### config.mk
export PLATFORM = sky130hd
export DESIGN_NAME = addressed_fixed_frame_receiver_unit
export DESIGN_NICKNAME = d
export VERILOG_FILES = /design/src/hdl/affr_pkg.sv /design/src/hdl/affr_cfg.sv /design/src/hdl/affr_front.sv /design/src/hdl/affr_queue.sv /design/src/hdl/affr_back.sv /design/src/hdl/addressed_fixed_frame_receiver_unit.sv
export VERILOG_INCLUDE_DIRS = /design/src /design/src/hdl
export SDC_FILE = /design/constraint.sdc
export NUM_CORES = 1
export LEC_CHECK = 0
export BUFFER_PORTS_ARGS = -buffer_cell sky130_fd_sc_hd__buf_4
export CORE_UTILIZATION = 56
export DETAILED_ROUTE_END_ITERATION = 8
export GPL_ROUTABILITY_DRIVEN = 0
export PLACE_DENSITY = 0.86
export SLEW_MARGIN = 20
export SYNTH_ARGS = -nofsm -noshare
export SYNTH_HDL_FRONTEND = slang
export SYNTH_SLANG_ARGS = --single-unit
### constraint.sdc
create_clock -name clk_i -period 4.3 [get_ports clk_i]
set_clock_uncertainty 0.2 [all_clocks]
set_input_delay 0.215 -clock clk_i [delete_from_list [all_inputs] [get_ports clk_i]]
set_output_delay 0.215 -clock clk_i [all_outputs]
set_load 0.02 [all_outputs]
### src/hdl/addressed_fixed_frame_receiver_unit_assert.svh
// Assertion macros shared by the frame receiver modules.
`ifndef ADDRESSED_FIXED_FRAME_RECEIVER_UNIT_ASSERT_SVH
`define ADDRESSED_FIXED_FRAME_RECEIVER_UNIT_ASSERT_SVH

// Condition that must hold at every clock edge outside reset.
`define AFFR_ASSERT_ALWAYS(lbl, cond, msg) \
  lbl: assert property (@(posedge clk_i) disable iff (!rst_ni) (cond)) else $error(msg);

// Consequence that must hold in the cycle after the antecedent.
`define AFFR_ASSERT_NEXT(lbl, ante, cons, msg) \
  lbl: assert property (@(posedge clk_i) disable iff (!rst_ni) (ante) |=> (cons)) \
    else $error(msg);

`endif

### src/hdl/affr_pkg.sv
// Types and constants of the addressed fixed frame receiver.
`default_nettype none
package affr_pkg;

  localparam int unsigned ADDR_W        = 4;
  localparam int unsigned DATA_W        = 32;
  localparam int unsigned PAYLOAD_FIRST = 3;
  localparam int unsigned PAYLOAD_BYTES = 6;
  localparam int unsigned PAYLOAD_W     = 8 * PAYLOAD_BYTES;
  localparam int unsigned QUEUE_DEPTH   = 2;
  localparam int unsigned QUEUE_AW      = $clog2(QUEUE_DEPTH);
  localparam int unsigned QUEUE_CW      = $clog2(QUEUE_DEPTH + 1);

  // register index, taken from paddr[3:2]
  localparam logic [1:0] REG_START_BYTE = 2'd0;
  localparam logic [1:0] REG_END_BYTE   = 2'd1;
  localparam logic [1:0] REG_STATION_ID = 2'd2;

  localparam logic [7:0] START_BYTE_RST = 8'hAB;
  localparam logic [7:0] END_BYTE_RST   = 8'hCD;
  localparam logic [9:0] STATION_RST    = 10'd0;

  localparam logic STATUS_GOOD = 1'b0;
  localparam logic STATUS_BAD  = 1'b1;

  typedef struct packed {
    logic [7:0] start_byte;
    logic [7:0] end_byte;
    logic [9:0] station_id;
  } cfg_t;

  typedef struct packed {
    logic                 status;
    logic [PAYLOAD_W-1:0] payload;
  } entry_t;

endpackage
`default_nettype wire

### src/hdl/affr_cfg.sv
// Configuration register file behind the APB-style port.
`default_nettype none
module affr_cfg (
  input  wire logic                          clk_i,
  input  wire logic                          rst_ni,
  input  wire logic                          psel,
  input  wire logic                          penable,
  input  wire logic                          pwrite,
  input  wire logic [affr_pkg::ADDR_W-1:0]   paddr,
  input  wire logic [affr_pkg::DATA_W-1:0]   pwdata,
  output logic      [affr_pkg::DATA_W-1:0]   prdata,
  output logic                               pready,
  output affr_pkg::cfg_t                     cfg_o
);
  import affr_pkg::*;

  logic [7:0] start_q, start_d;
  logic [7:0] end_q, end_d;
  logic [9:0] station_q, station_d;
  logic       wr_en;

  assign pready = 1'b1;
  assign wr_en  = psel && penable && pwrite;

  always_comb begin
    start_d   = start_q;
    end_d     = end_q;
    station_d = station_q;
    if (wr_en) begin
      unique case (paddr[3:2])
        REG_START_BYTE: start_d   = pwdata[7:0];
        REG_END_BYTE:   end_d     = pwdata[7:0];
        REG_STATION_ID: station_d = pwdata[9:0];
        default: ;
      endcase
    end
  end

  always_comb begin
    unique case (paddr[3:2])
      REG_START_BYTE: prdata = {24'd0, start_q};
      REG_END_BYTE:   prdata = {24'd0, end_q};
      REG_STATION_ID: prdata = {22'd0, station_q};
      default:        prdata = '0;
    endcase
  end

  always_ff @(posedge clk_i or negedge rst_ni) begin
    if (!rst_ni) begin
      start_q   <= START_BYTE_RST;
      end_q     <= END_BYTE_RST;
      station_q <= STATION_RST;
    end else begin
      start_q   <= start_d;
      end_q     <= end_d;
      station_q <= station_d;
    end
  end

  assign cfg_o.start_byte = start_q;
  assign cfg_o.end_byte   = end_q;
  assign cfg_o.station_id = station_q;

endmodule
`default_nettype wire

### src/hdl/affr_front.sv
// Front end: start byte hunt, frame collection and frame check.
`default_nettype none
`include "addressed_fixed_frame_receiver_unit_assert.svh"
module affr_front #(
  parameter int unsigned FRAME_BYTES = 10
) (
  input  wire logic           clk_i,
  input  wire logic           rst_ni,
  input  wire affr_pkg::cfg_t cfg_i,
  input  wire logic           push_i,
  input  wire logic [7:0]     rx_byte_i,
  output logic                full_o,
  input  wire logic           q_full_i,
  output logic                enq_valid_o,
  output affr_pkg::entry_t    enq_o
);
  import affr_pkg::*;

  localparam int unsigned PW = $clog2(FRAME_BYTES);
  localparam logic [PW-1:0] LAST_POS = PW'(FRAME_BYTES - 1);

  localparam logic ST_WAIT = 1'b0;
  localparam logic ST_READ = 1'b1;

  logic          state_q, state_d;
  logic [PW-1:0] pos_q, pos_d;
  logic [7:0]    store_q [1:FRAME_BYTES-2];
  logic          last_byte;
  logic          accept;
  logic          frame_ok;
  logic [7:0]    id_hi;
  logic [PAYLOAD_W-1:0] payload_w;

  assign last_byte = (state_q == ST_READ) && (pos_q == LAST_POS);
  // stall only on a closing byte that has no room in the queue
  assign full_o    = last_byte && q_full_i;
  assign accept    = push_i && !full_o;

  assign id_hi    = {6'd0, cfg_i.station_id[9:8]};
  assign frame_ok = (rx_byte_i == cfg_i.end_byte) && (store_q[1] == id_hi) &&
                    (store_q[2] == cfg_i.station_id[7:0]);

  // payload byte positions at or past the last frame byte read as zero
  for (genvar k = 0; k < PAYLOAD_BYTES; k++) begin : g_pay
    localparam int unsigned IDX = PAYLOAD_FIRST + k;
    if (IDX + 2 <= FRAME_BYTES) begin : g_byte
      assign payload_w[PAYLOAD_W-1-8*k -: 8] = store_q[IDX];
    end else begin : g_zero
      assign payload_w[PAYLOAD_W-1-8*k -: 8] = 8'd0;
    end
  end

  always_comb begin
    state_d = state_q;
    pos_d   = pos_q;
    if (accept) begin
      unique case (state_q)
        ST_WAIT: begin
          if (rx_byte_i == cfg_i.start_byte) begin
            state_d = ST_READ;
            pos_d   = PW'(1);
          end
        end
        ST_READ: begin
          if (last_byte) begin
            state_d = ST_WAIT;
            pos_d   = '0;
          end else begin
            pos_d = pos_q + PW'(1);
          end
        end
        default: begin
          state_d = ST_WAIT;
          pos_d   = '0;
        end
      endcase
    end
  end

  always_ff @(posedge clk_i or negedge rst_ni) begin
    if (!rst_ni) begin
      state_q <= ST_WAIT;
      pos_q   <= '0;
    end else begin
      state_q <= state_d;
      pos_q   <= pos_d;
    end
  end

  always_ff @(posedge clk_i) begin
    for (int i = 1; i <= FRAME_BYTES - 2; i++) begin
      if (accept && (state_q == ST_READ) && (pos_q == PW'(i))) begin
        store_q[i] <= rx_byte_i;
      end
    end
  end

  assign enq_valid_o   = accept && last_byte;
  assign enq_o.status  = frame_ok ? STATUS_GOOD : STATUS_BAD;
  assign enq_o.payload = payload_w;

  `AFFR_ASSERT_NEXT(a_front_rewait, enq_valid_o, state_q == ST_WAIT, "front did not rewait")
  `AFFR_ASSERT_ALWAYS(a_front_noovf, !(enq_valid_o && q_full_i), "word pushed into full queue")

endmodule
`default_nettype wire

### src/hdl/affr_queue.sv
// Short queue of checked frames between front and back end.
`default_nettype none
`include "addressed_fixed_frame_receiver_unit_assert.svh"
module affr_queue (
  input  wire logic             clk_i,
  input  wire logic             rst_ni,
  input  wire logic             push_i,
  input  wire affr_pkg::entry_t din_i,
  output logic                  full_o,
  input  wire logic             pop_i,
  output affr_pkg::entry_t      dout_o,
  output logic                  empty_o
);
  import affr_pkg::*;

  entry_t                mem_q [QUEUE_DEPTH];
  logic [QUEUE_AW-1:0]   wptr_q, wptr_d;
  logic [QUEUE_AW-1:0]   rptr_q, rptr_d;
  logic [QUEUE_CW-1:0]   cnt_q, cnt_d;
  logic                  do_push;
  logic                  do_pop;

  assign full_o  = (cnt_q == QUEUE_CW'(QUEUE_DEPTH));
  assign empty_o = (cnt_q == '0);
  assign do_push = push_i && !full_o;
  assign do_pop  = pop_i && !empty_o;
  assign dout_o  = mem_q[rptr_q];

  always_comb begin
    wptr_d = wptr_q;
    rptr_d = rptr_q;
    cnt_d  = cnt_q;
    if (do_push) begin
      wptr_d = (wptr_q == QUEUE_AW'(QUEUE_DEPTH - 1)) ? '0 : wptr_q + QUEUE_AW'(1);
    end
    if (do_pop) begin
      rptr_d = (rptr_q == QUEUE_AW'(QUEUE_DEPTH - 1)) ? '0 : rptr_q + QUEUE_AW'(1);
    end
    case ({do_push, do_pop})
      2'b10:   cnt_d = cnt_q + QUEUE_CW'(1);
      2'b01:   cnt_d = cnt_q - QUEUE_CW'(1);
      default: cnt_d = cnt_q;
    endcase
  end

  always_ff @(posedge clk_i or negedge rst_ni) begin
    if (!rst_ni) begin
      wptr_q <= '0;
      rptr_q <= '0;
      cnt_q  <= '0;
    end else begin
      wptr_q <= wptr_d;
      rptr_q <= rptr_d;
      cnt_q  <= cnt_d;
    end
  end

  always_ff @(posedge clk_i) begin
    if (do_push) begin
      mem_q[wptr_q] <= din_i;
    end
  end

  `AFFR_ASSERT_ALWAYS(a_queue_cnt, cnt_q <= QUEUE_CW'(QUEUE_DEPTH), "queue count overflow")

endmodule
`default_nettype wire

### src/hdl/affr_back.sv
// Back end: frame counters and the result output register.
`default_nettype none
`include "addressed_fixed_frame_receiver_unit_assert.svh"
module affr_back (
  input  wire logic                            clk_i,
  input  wire logic                            rst_ni,
  input  wire logic                            q_empty_i,
  input  wire affr_pkg::entry_t                q_data_i,
  output logic                                 q_pop_o,
  input  wire logic                            pop,
  output logic                                 empty,
  output logic                                 frame_status_o,
  output logic      [affr_pkg::PAYLOAD_W-1:0]  payload_o,
  output logic      [15:0]                     good_frames_o,
  output logic      [15:0]                     bad_frames_o
);
  import affr_pkg::*;

  logic                 out_valid_q, out_valid_d;
  logic [15:0]          good_q, good_d;
  logic [15:0]          bad_q, bad_d;
  logic                 status_q;
  logic [PAYLOAD_W-1:0] payload_q;
  logic                 take;
  logic                 load;
  logic                 load_good;
  logic [15:0]          good_inc;

  assign take    = pop && out_valid_q;
  // refill the output register when it is free or being drained
  assign load    = !q_empty_i && (!out_valid_q || take);
  assign q_pop_o = load;

  assign load_good = load && (q_data_i.status == STATUS_GOOD);
  assign good_inc  = good_q + 16'd1;

  always_comb begin
    good_d      = good_q;
    bad_d       = bad_q;
    out_valid_d = out_valid_q;
    if (take) begin
      out_valid_d = 1'b0;
    end
    if (load) begin
      out_valid_d = 1'b1;
      if (q_data_i.status == STATUS_GOOD) begin
        good_d = good_inc;
      end else begin
        bad_d = bad_q + 16'd1;
      end
    end
  end

  always_ff @(posedge clk_i or negedge rst_ni) begin
    if (!rst_ni) begin
      out_valid_q <= 1'b0;
      good_q      <= '0;
      bad_q       <= '0;
    end else begin
      out_valid_q <= out_valid_d;
      good_q      <= good_d;
      bad_q       <= bad_d;
    end
  end

  always_ff @(posedge clk_i) begin
    if (load) begin
      status_q  <= q_data_i.status;
      payload_q <= q_data_i.payload;
    end
  end

  assign empty          = !out_valid_q;
  assign frame_status_o = status_q;
  assign payload_o      = payload_q;
  assign good_frames_o  = good_q;
  assign bad_frames_o   = bad_q;

  `AFFR_ASSERT_NEXT(a_back_good, load_good, good_q == $past(good_inc), "good count step wrong")
  `AFFR_ASSERT_NEXT(a_back_hold, !load, $stable(good_q) && $stable(bad_q), "counter moved idle")
  `AFFR_ASSERT_NEXT(a_back_drain, take && !load, !out_valid_q, "result shown twice")

endmodule
`default_nettype wire

### src/hdl/addressed_fixed_frame_receiver_unit.sv
// Top level of the addressed fixed frame receiver.
//
//   channel   | side   | handshake                   | word
//   ----------+--------+-----------------------------+------------------------------------
//   bytes     | input  | push / full                 | rx_byte_i
//   results   | output | empty / pop                 | frame_status_o, payload_o, counts
//   registers | input  | psel, penable, pwrite/pready | start byte, end byte, station id
//
// One byte is taken every cycle while full is low; a frame's result passes through the
// queue register, then the output register, before it reaches the output.
// full rises only on the closing byte of a frame while the two-entry frame queue is full.
// Reset clears the hunt state, position, queue pointers and count, output valid flag and both counters at once.
// Bytes that do not close a frame are never stalled by a waiting result.
`default_nettype none
module addressed_fixed_frame_receiver_unit #(
  parameter int unsigned FRAME_BYTES = 10
) (
  input  wire logic                          clk_i,
  input  wire logic                          rst_ni,
  input  wire logic                          psel,
  input  wire logic                          penable,
  input  wire logic                          pwrite,
  input  wire logic [affr_pkg::ADDR_W-1:0]   paddr,
  input  wire logic [affr_pkg::DATA_W-1:0]   pwdata,
  output logic      [affr_pkg::DATA_W-1:0]   prdata,
  output logic                               pready,
  input  wire logic                          push,
  output logic                               full,
  input  wire logic [7:0]                    rx_byte_i,
  output logic                               empty,
  input  wire logic                          pop,
  output logic                               frame_status_o,
  output logic      [affr_pkg::PAYLOAD_W-1:0] payload_o,
  output logic      [15:0]                   good_frames_o,
  output logic      [15:0]                   bad_frames_o
);
  import affr_pkg::*;

  cfg_t   cfg;
  entry_t enq_word;
  entry_t deq_word;
  logic   enq_valid;
  logic   q_full;
  logic   q_empty;
  logic   q_pop;

  affr_cfg u_cfg (
    .clk_i   (clk_i),
    .rst_ni  (rst_ni),
    .psel    (psel),
    .penable (penable),
    .pwrite  (pwrite),
    .paddr   (paddr),
    .pwdata  (pwdata),
    .prdata  (prdata),
    .pready  (pready),
    .cfg_o   (cfg)
  );

  affr_front #(
    .FRAME_BYTES (FRAME_BYTES)
  ) u_front (
    .clk_i       (clk_i),
    .rst_ni      (rst_ni),
    .cfg_i       (cfg),
    .push_i      (push),
    .rx_byte_i   (rx_byte_i),
    .full_o      (full),
    .q_full_i    (q_full),
    .enq_valid_o (enq_valid),
    .enq_o       (enq_word)
  );

  affr_queue u_queue (
    .clk_i   (clk_i),
    .rst_ni  (rst_ni),
    .push_i  (enq_valid),
    .din_i   (enq_word),
    .full_o  (q_full),
    .pop_i   (q_pop),
    .dout_o  (deq_word),
    .empty_o (q_empty)
  );

  affr_back u_back (
    .clk_i          (clk_i),
    .rst_ni         (rst_ni),
    .q_empty_i      (q_empty),
    .q_data_i       (deq_word),
    .q_pop_o        (q_pop),
    .pop            (pop),
    .empty          (empty),
    .frame_status_o (frame_status_o),
    .payload_o      (payload_o),
    .good_frames_o  (good_frames_o),
    .bad_frames_o   (bad_frames_o)
  );

endmodule
`default_nettype wire

**Yosys cells after proc, flatten, opt, wreduce, memory -nomap -nowiden**

Memory sizes are Yosys's and may differ from the RTL's.
Cells that the tools add are included.

- Flip-flop bits (word level): 117
- RAM bits: 162
- Input port bits: 51
- Output and inout port bits: 116
- Word-level logic and storage cells: 138
- Memories: 2

- Add/subtract/negate cells: 7
- Eq/ne operators: 19
- Muxes and demuxes: 52
- Bitwise logic cells: 2
- Reductions and logical operators: 43

Memories:

| memory | depth | bits a word | read ports | clocked after Yosys merged registers in | write ports | RTL line | RTL |
|---|---|---|---|---|---|---|---|
| u_queue.mem_q | 2 | 49 | 1 | 0 | 1 | affr_queue.sv:16 | `entry_t mem_q [QUEUE_DEPTH];` |
| u_front.store_q | 8 | 8 | 8 | 0 | 1 | affr_front.sv:27 | `logic [7:0] store_q [1:FRAME_BYTES-2];` |

Operators with widths:

| operator | number |
|---|---|
| 2-to-1 mux 8 bit | 7 |
| OR reduction 8 bit | 7 |
| 2-to-1 mux 4 bit | 9 |
| adder 16 x 1 -> 16 bit (second input constant) | 2 |
| 2-to-1 mux 1 bit | 32 |
| one-hot mux 10 bit (3 select lines) | 1 |
| == test 8 bit | 3 |
| logical AND 1 bit | 21 |
| == test 4 x 3 -> 1 bit (second input constant) | 4 |
| AND reduction 2 bit | 6 |
| == test 4 x 2 -> 1 bit (second input constant) | 2 |
| == test 4 bit (second input constant) | 2 |
| == test 8 x 2 -> 1 bit | 1 |
| one-hot mux 4 bit (2 select lines) | 1 |
| == test 2 bit (second input constant) | 3 |
| adder 4 x 1 -> 4 bit (second input constant) | 1 |
| == test 2 x 1 -> 1 bit (second input constant) | 2 |
| == test 4 x 1 -> 1 bit (second input constant) | 1 |
| zero test 1 bit | 4 |
| zero test 2 bit | 2 |
| one-hot mux 2 bit (2 select lines) | 1 |
| nonzero test 2 bit | 2 |
| adder 1 bit (second input constant) | 2 |
| adder 2 x 1 -> 2 bit (second input constant) | 1 |
| other kinds (5) | 6 |

**Logic depth before layout (Yosys ltp)**

- Depth in word-level cells: 17
- Gate-level depth with buffers: 8
- Mapped depth without buffers: 8

**Hierarchy**

Synthesis repeated with hierarchy kept, for this count alone.

- Cell total of the unflattened synthesis: 658
- Area, all modules: 11,392.2 um^2

By module, submodules not included:

| module | instances | cells each | area an instance (um^2) | sequential area each (um^2) |
|---|---|---|---|---|
| affr_queue | 1 | 171 | 3,986.3 | 3,042.9 |
| affr_front | 1 | 200 | 3,030.4 | 2,047.0 |
| affr_back | 1 | 174 | 2,970.3 | 2,297.2 |
| affr_cfg | 1 | 113 | 1,405.1 | 663.1 |

**Worst setup path after synthesis**

OpenSTA, ideal clock, no wires.

- Path type: register -> register
- Start point: reg u_back.out_valid_q
- End point: reg u_queue.cnt_q[1]
- Setup time: 0.079 ns
- Arrival time: 3.552 ns
- Required time: 4.021 ns
- Path slack: 0.468 ns
- Cell stages (with the launch flop): 6
- Path buffers: 0
- Clock period less this slack: 3.832 ns
- Path through: dfrtp_1 and2b_4 nor2_1 ha_1 nor2_1 xor2_1

- Cells in the longest elaborated chain, start to end: 6
- Elaborated cells on any way between the ends: 9
- Classes of those cells: 2 x eq/ne; 1 x mux; 6 x reduce/logical

RTL lines:

| element | RTL line | RTL |
|---|---|---|
| from (decl) | affr_back.sv:19 | `logic out_valid_q, out_valid_d;` |
| from (signal assigned) | affr_back.sv:60 | `out_valid_q <= out_valid_d;` |
| zero test 1 bit / logical AND 1 bit (equally long branches) | affr_back.sv:31, affr_back.sv:29 |  |
| logical OR 1 bit * | affr_back.sv:31 | `assign load = !q_empty_i && (!out_valid_q \|\| take);` |
| logical AND 1 bit * | affr_back.sv:31 |  |
| net q_pop | addressed_fixed_frame_receiver_unit.sv:45 | `logic q_pop;` |
| logical AND 1 bit * | affr_queue.sv:26 | `assign do_pop = pop_i && !empty_o;` |
| == test 2 x 1 -> 1 bit / == test 2 bit (equally long branches) | affr_queue.sv:39 | `case ({do_push, do_pop})` |
| one-hot mux 2 bit (2 select lines) / nonzero test 2 bit (equally long branches) | n/a |  |
| to (signal assigned) | affr_queue.sv:54 | `cnt_q <= cnt_d;` |
| to (decl) | affr_queue.sv:19 | `logic [QUEUE_CW-1:0] cnt_q, cnt_d;` |

The timed path passes the listed nets; every way through them passes the cells marked *.
A chain may end at the register's enable or synchronous reset.

**Final worst setup path**

- Start point: reg u_front.pos_q[1]
- End point: mem u_queue.mem_q[1][44] (netlist name), enable pin

- Cells in the longest elaborated chain, start to end: 9

RTL lines:

| element | RTL line | RTL |
|---|---|---|
| from (decl) | affr_front.sv:26 | `logic [PW-1:0] pos_q, pos_d;` |
| from (signal assigned) | affr_front.sv:86 | `pos_q <= pos_d;` |
| == test 4 bit * | affr_front.sv:34 | `assign last_byte = (state_q == ST_READ) && (pos_q == LAST_POS);` |
| logical AND 1 bit * | affr_front.sv:34 |  |
| logical AND 1 bit | affr_front.sv:36 | `assign full_o = last_byte && q_full_i;` |
| zero test 1 bit | affr_front.sv:37 | `assign accept = push_i && !full_o;` |
| logical AND 1 bit | affr_front.sv:37 |  |
| logical AND 1 bit * | affr_front.sv:98 | `assign enq_valid_o = accept && last_byte;` |
| logical AND 1 bit * | affr_queue.sv:25 | `assign do_push = push_i && !full_o;` |
| 2-to-1 mux 1 bit * | affr_queue.sv:59 | `if (do_push) begin` |
| 2-to-1 mux 1 bit (not written as such) * | affr_queue.sv:60 | `mem_q[wptr_q] <= din_i;` |
| to (decl) | affr_queue.sv:16 |  |

Mark *: on every way between the ends. The rest lies on a longest branch, timed or not.

==> impl_metrics.py <==
metrics = {
    "outcome": {
        "outcome": "complete, no violations",
    },
    "min_path": {
        "hold_end": "u_cfg.start_q[2]$_DFFE_PN0P_",
        "hold-path-cell-count": 3,
        "hold_path.class": "input pin to register",
        "hold_start": "paddr[3]",
    },
    "global_routing": {
        "grt_use_total_pct": 20.2,
        "grt_overflow": 0,
        "grt_max_degree": 69,
        "grt_first_pass_wirelength_um": 30700,
        "grt_pass1_vias": 5751,
        "antenna_found_initial": 0,
    },
    "floorplan": {
        "io_pins": 167,
        "core_area_sq_um": 18700,
        "die_area_sq_um": 19700,
        "start_util_pct": 57.2,
        "die_h_um": 140,
        "core.rowCount": 50,
        "fp.dieW_um": 140,
    },
    "yosys": {
        "syn_area_sq_um": 10700,
        "synthCells": 611,
        "synth_top_cell_by_area": "edfxtp_1",
        "ys_seq_area_share_pct": 75.3,
        "synth.distinct_cells": 45,
        "yosysWarnings": 0,
        "avgSynthCellArea_sq_um": 17.5,
        "ys.flop_type": "edfxtp_1",
        "yosysMostFrequentCell": "edfxtp_1",
        "synth_edf_count": 211,
        "synth.top_cells.by_count": "edfxtp_1, mux2_2, dfrtp_1",
        "synth_seq_cells": 279,
        "synthDominantCellAreaShare_pct": 59.2,
        "synth-async-reset-ratio_pct": 24.4,
        "synth_area_leaders": "edfxtp_1, dfrtp_1, mux2_2",
    },
    "clocking": {
        "cts_root_buf": "clkbuf_16",
        "clk_latency_ps": 540,
        "clkTransAtPathRegs_ps": 60,
        "clockBufferDepth": 3,
        "cts_buffers": 27,
        "cts_resized": 0,
        "htreeDepth": 1,
        "cts_tree": "yes",
        "cts_num_sinks": 279,
    },
    "setup_path": {
        "critPathMaxStageDelay_ps": 680,
        "start_kind": "register",
        "reg2reg_slack_ps": 1210,
        "cpMaxStageDelayCell": "nor2_4",
        "crit_chain": "inv_1, ha_1, and4b_1, nand3_1, nor2_4, buf_4",
        "cp_data_required_time_ps": 4300,
        "path_delay_family": "simple AND/OR/NAND/NOR gates",
        "r2r-start": "u_front.pos_q[1]$_DFFE_PN0P_",
        "cp.arrival_ps": 3080,
        "cp_num_buf_inv": 2,
        "rr_worst_depth": 6,
        "cp_max_fo": 25,
        "path_class": "register to register",
        "worst_setup_path_end_kind": "register",
        "r2r-end": "u_queue.mem_q[1][44]$_DFFE_PP_",
    },
    "drt": {
        "wl_um": 19400,
        "wl_per_cell_um": 18.9,
        "vias": 5521,
        "vias_per_cell": 5.39,
        "first_pass_iters": 5,
        "antenna_left": 0,
        "route.detailed.drc": 0,
        "drt-initial-drc-count": 311,
    },
    "pwr": {
        "power.leakage_uw": 0.00487,
        "p_per_area_nw_per_um2": 551,
        "ir_drop_v": 0.000350,
    },
    "sta": {
        "rsz0062_at_grt": "no",
        "setup_ws_ps": 1210,
        "final-hold-violation-count": 0,
        "max_freq_mhz": 324,
        "setup_viol": 0,
        "period_needed_ps": 3090,
        "worstMarginPinSlew_ps": 953,
        "hold_ws_ps": 52.5,
        "drv_slew": 0,
        "period_share_pct": 71.8,
        "slew-limit-headroom_pct": 36.3,
        "fin_tns_setup_ps": 0,
    },
    "cells_and_area": {
        "n_antenna_cell": 0,
        "fin_cells": 1025,
        "drive_above_1_share_pct": 33.5,
        "n_fill_cell": 1201,
        "fin_nets": 829,
        "syn_to_final_growth_pct": 20.2,
        "final_util_pct": 68.8,
    },
    "job": {
        "max_cap_viol_count": 0,
    },
    "placement": {
        "port_buffers": 119,
        "hpwlAfterDp_um": 12200,
        "pre_cts_ws_ps": 1280,
        "dp.cells": 955,
    },
}
## cell usage in the layout (no fill, tap or decap), types with 8 or more instances in the layout
cell type and count:
mux2i_1 8, dfstp_2 10, nand3_1 13, clkbuf_1 10, inv_1 9, o21ai_0 10
conb_1 23, buf_4 126, dlygate4sd3_1 21, nor2_1 11, xor2_1 32, clkbuf_16 29
edfxtp_1 211, mux2_2 76, nand4_1 9, dfrtp_1 57, xnor2_1 29, nand2_1 22
## worst max path at each step
stage | from | to | slack (ps) | cells after the start
6_report | u_front.pos_q[1]$_DFFE_PN0P_ | u_queue.mem_q[1][44]$_DFFE_PP_ | 1210 | 6
4_1_cts | u_front.pos_q[1]$_DFFE_PN0P_ | u_queue.mem_q[1][44]$_DFFE_PP_ | 1230 | 6
3_3_place_gp | u_front.pos_q[1]$_DFFE_PN0P_ | u_queue.mem_q[1][4]$_DFFE_PP_ | 1480 | 6
2_1_floorplan | u_back.out_valid_q$_DFFE_PN0P_ | u_queue.cnt_q[1]$_DFFE_PN0P_ | 470 | 5
5_1_grt | u_front.pos_q[1]$_DFFE_PN0P_ | u_queue.mem_q[1][42]$_DFFE_PP_ | 1040 | 6
3_5_place_dp | u_front.pos_q[1]$_DFFE_PN0P_ | u_queue.mem_q[0][4]$_DFFE_PP_ | 1280 | 6
## worst min-delay path, stage by stage
cell,delay (ps)
buf_4,160
nor3_2,140
mux2_2,240
## state kept, by name (all words and copies together) (netlist names), 8 cells and up
register,count
u_queue.mem_q,98
u_front.store_q,64
u_back.payload_o,48
u_back.bad_frames_o,16
u_back.good_frames_o,16
u_cfg.station_q,10
u_cfg.end_q,8
u_cfg.start_q,8
## cells by family (layout without fill, tap and decap cells)
kind of cell | after synthesis | count (layout) | share of synthesized area (%)
xor+xnor | 61 | 61 | 4.99
simple gates | 107 | 107 | 6.18
flops | 279 | 279 | 75.3
buf+inv | 46 | 205 | 2.49
mux | 85 | 85 | 8.89
compound gates | 24 | 24 | 1.31
other cells | 2 | 23 | 0.0702
fa+ha+maj | 7 | 7 | 0.819
## area by class of cell
type	count	area [sq um]	share of cell area, %
clock buffer	40	777	6.04
inverter	9	33.8	0.263
clock inverter	9	56.3	0.438
multi-input combinational	307	2490	19.4
sequential	279	8050	62.6
timing repair buffer	147	1160	8.99
tap	234	293	2.28
## repair_timing
item,in CTS,in global routing
hold buffers,21,0
hold endpoints to repair,153,0
setup buffers,0,0
## per-layer routing
layer	share of wire, %	vias to the layer above	track usage [%]
met4	2.4	0	5.84
met1	42	2764	26.9
met3	5.7	37	3.45
met2	50	182	34.5
met5	0	-	0
li1	-	2538	-
## report_power, final
part | internal [uW] | total, uW | leakage (uW) | switching (uW)
registers | 3270 | 3450 | 0.00278 | 180
logic | 630 | 1430 | 0.00168 | 798
clock network | 1260 | 2200 | 0.000410 | 949
## stage by stage
step	total power, uW	cell area (sq um)
detailed placement	4920	11800
CTS	7140	12900
global route	7340	12900
floorplan	4400	10800
finish	7080	12900
global placement	4850	11800
(Power assumes the default switching activity.)
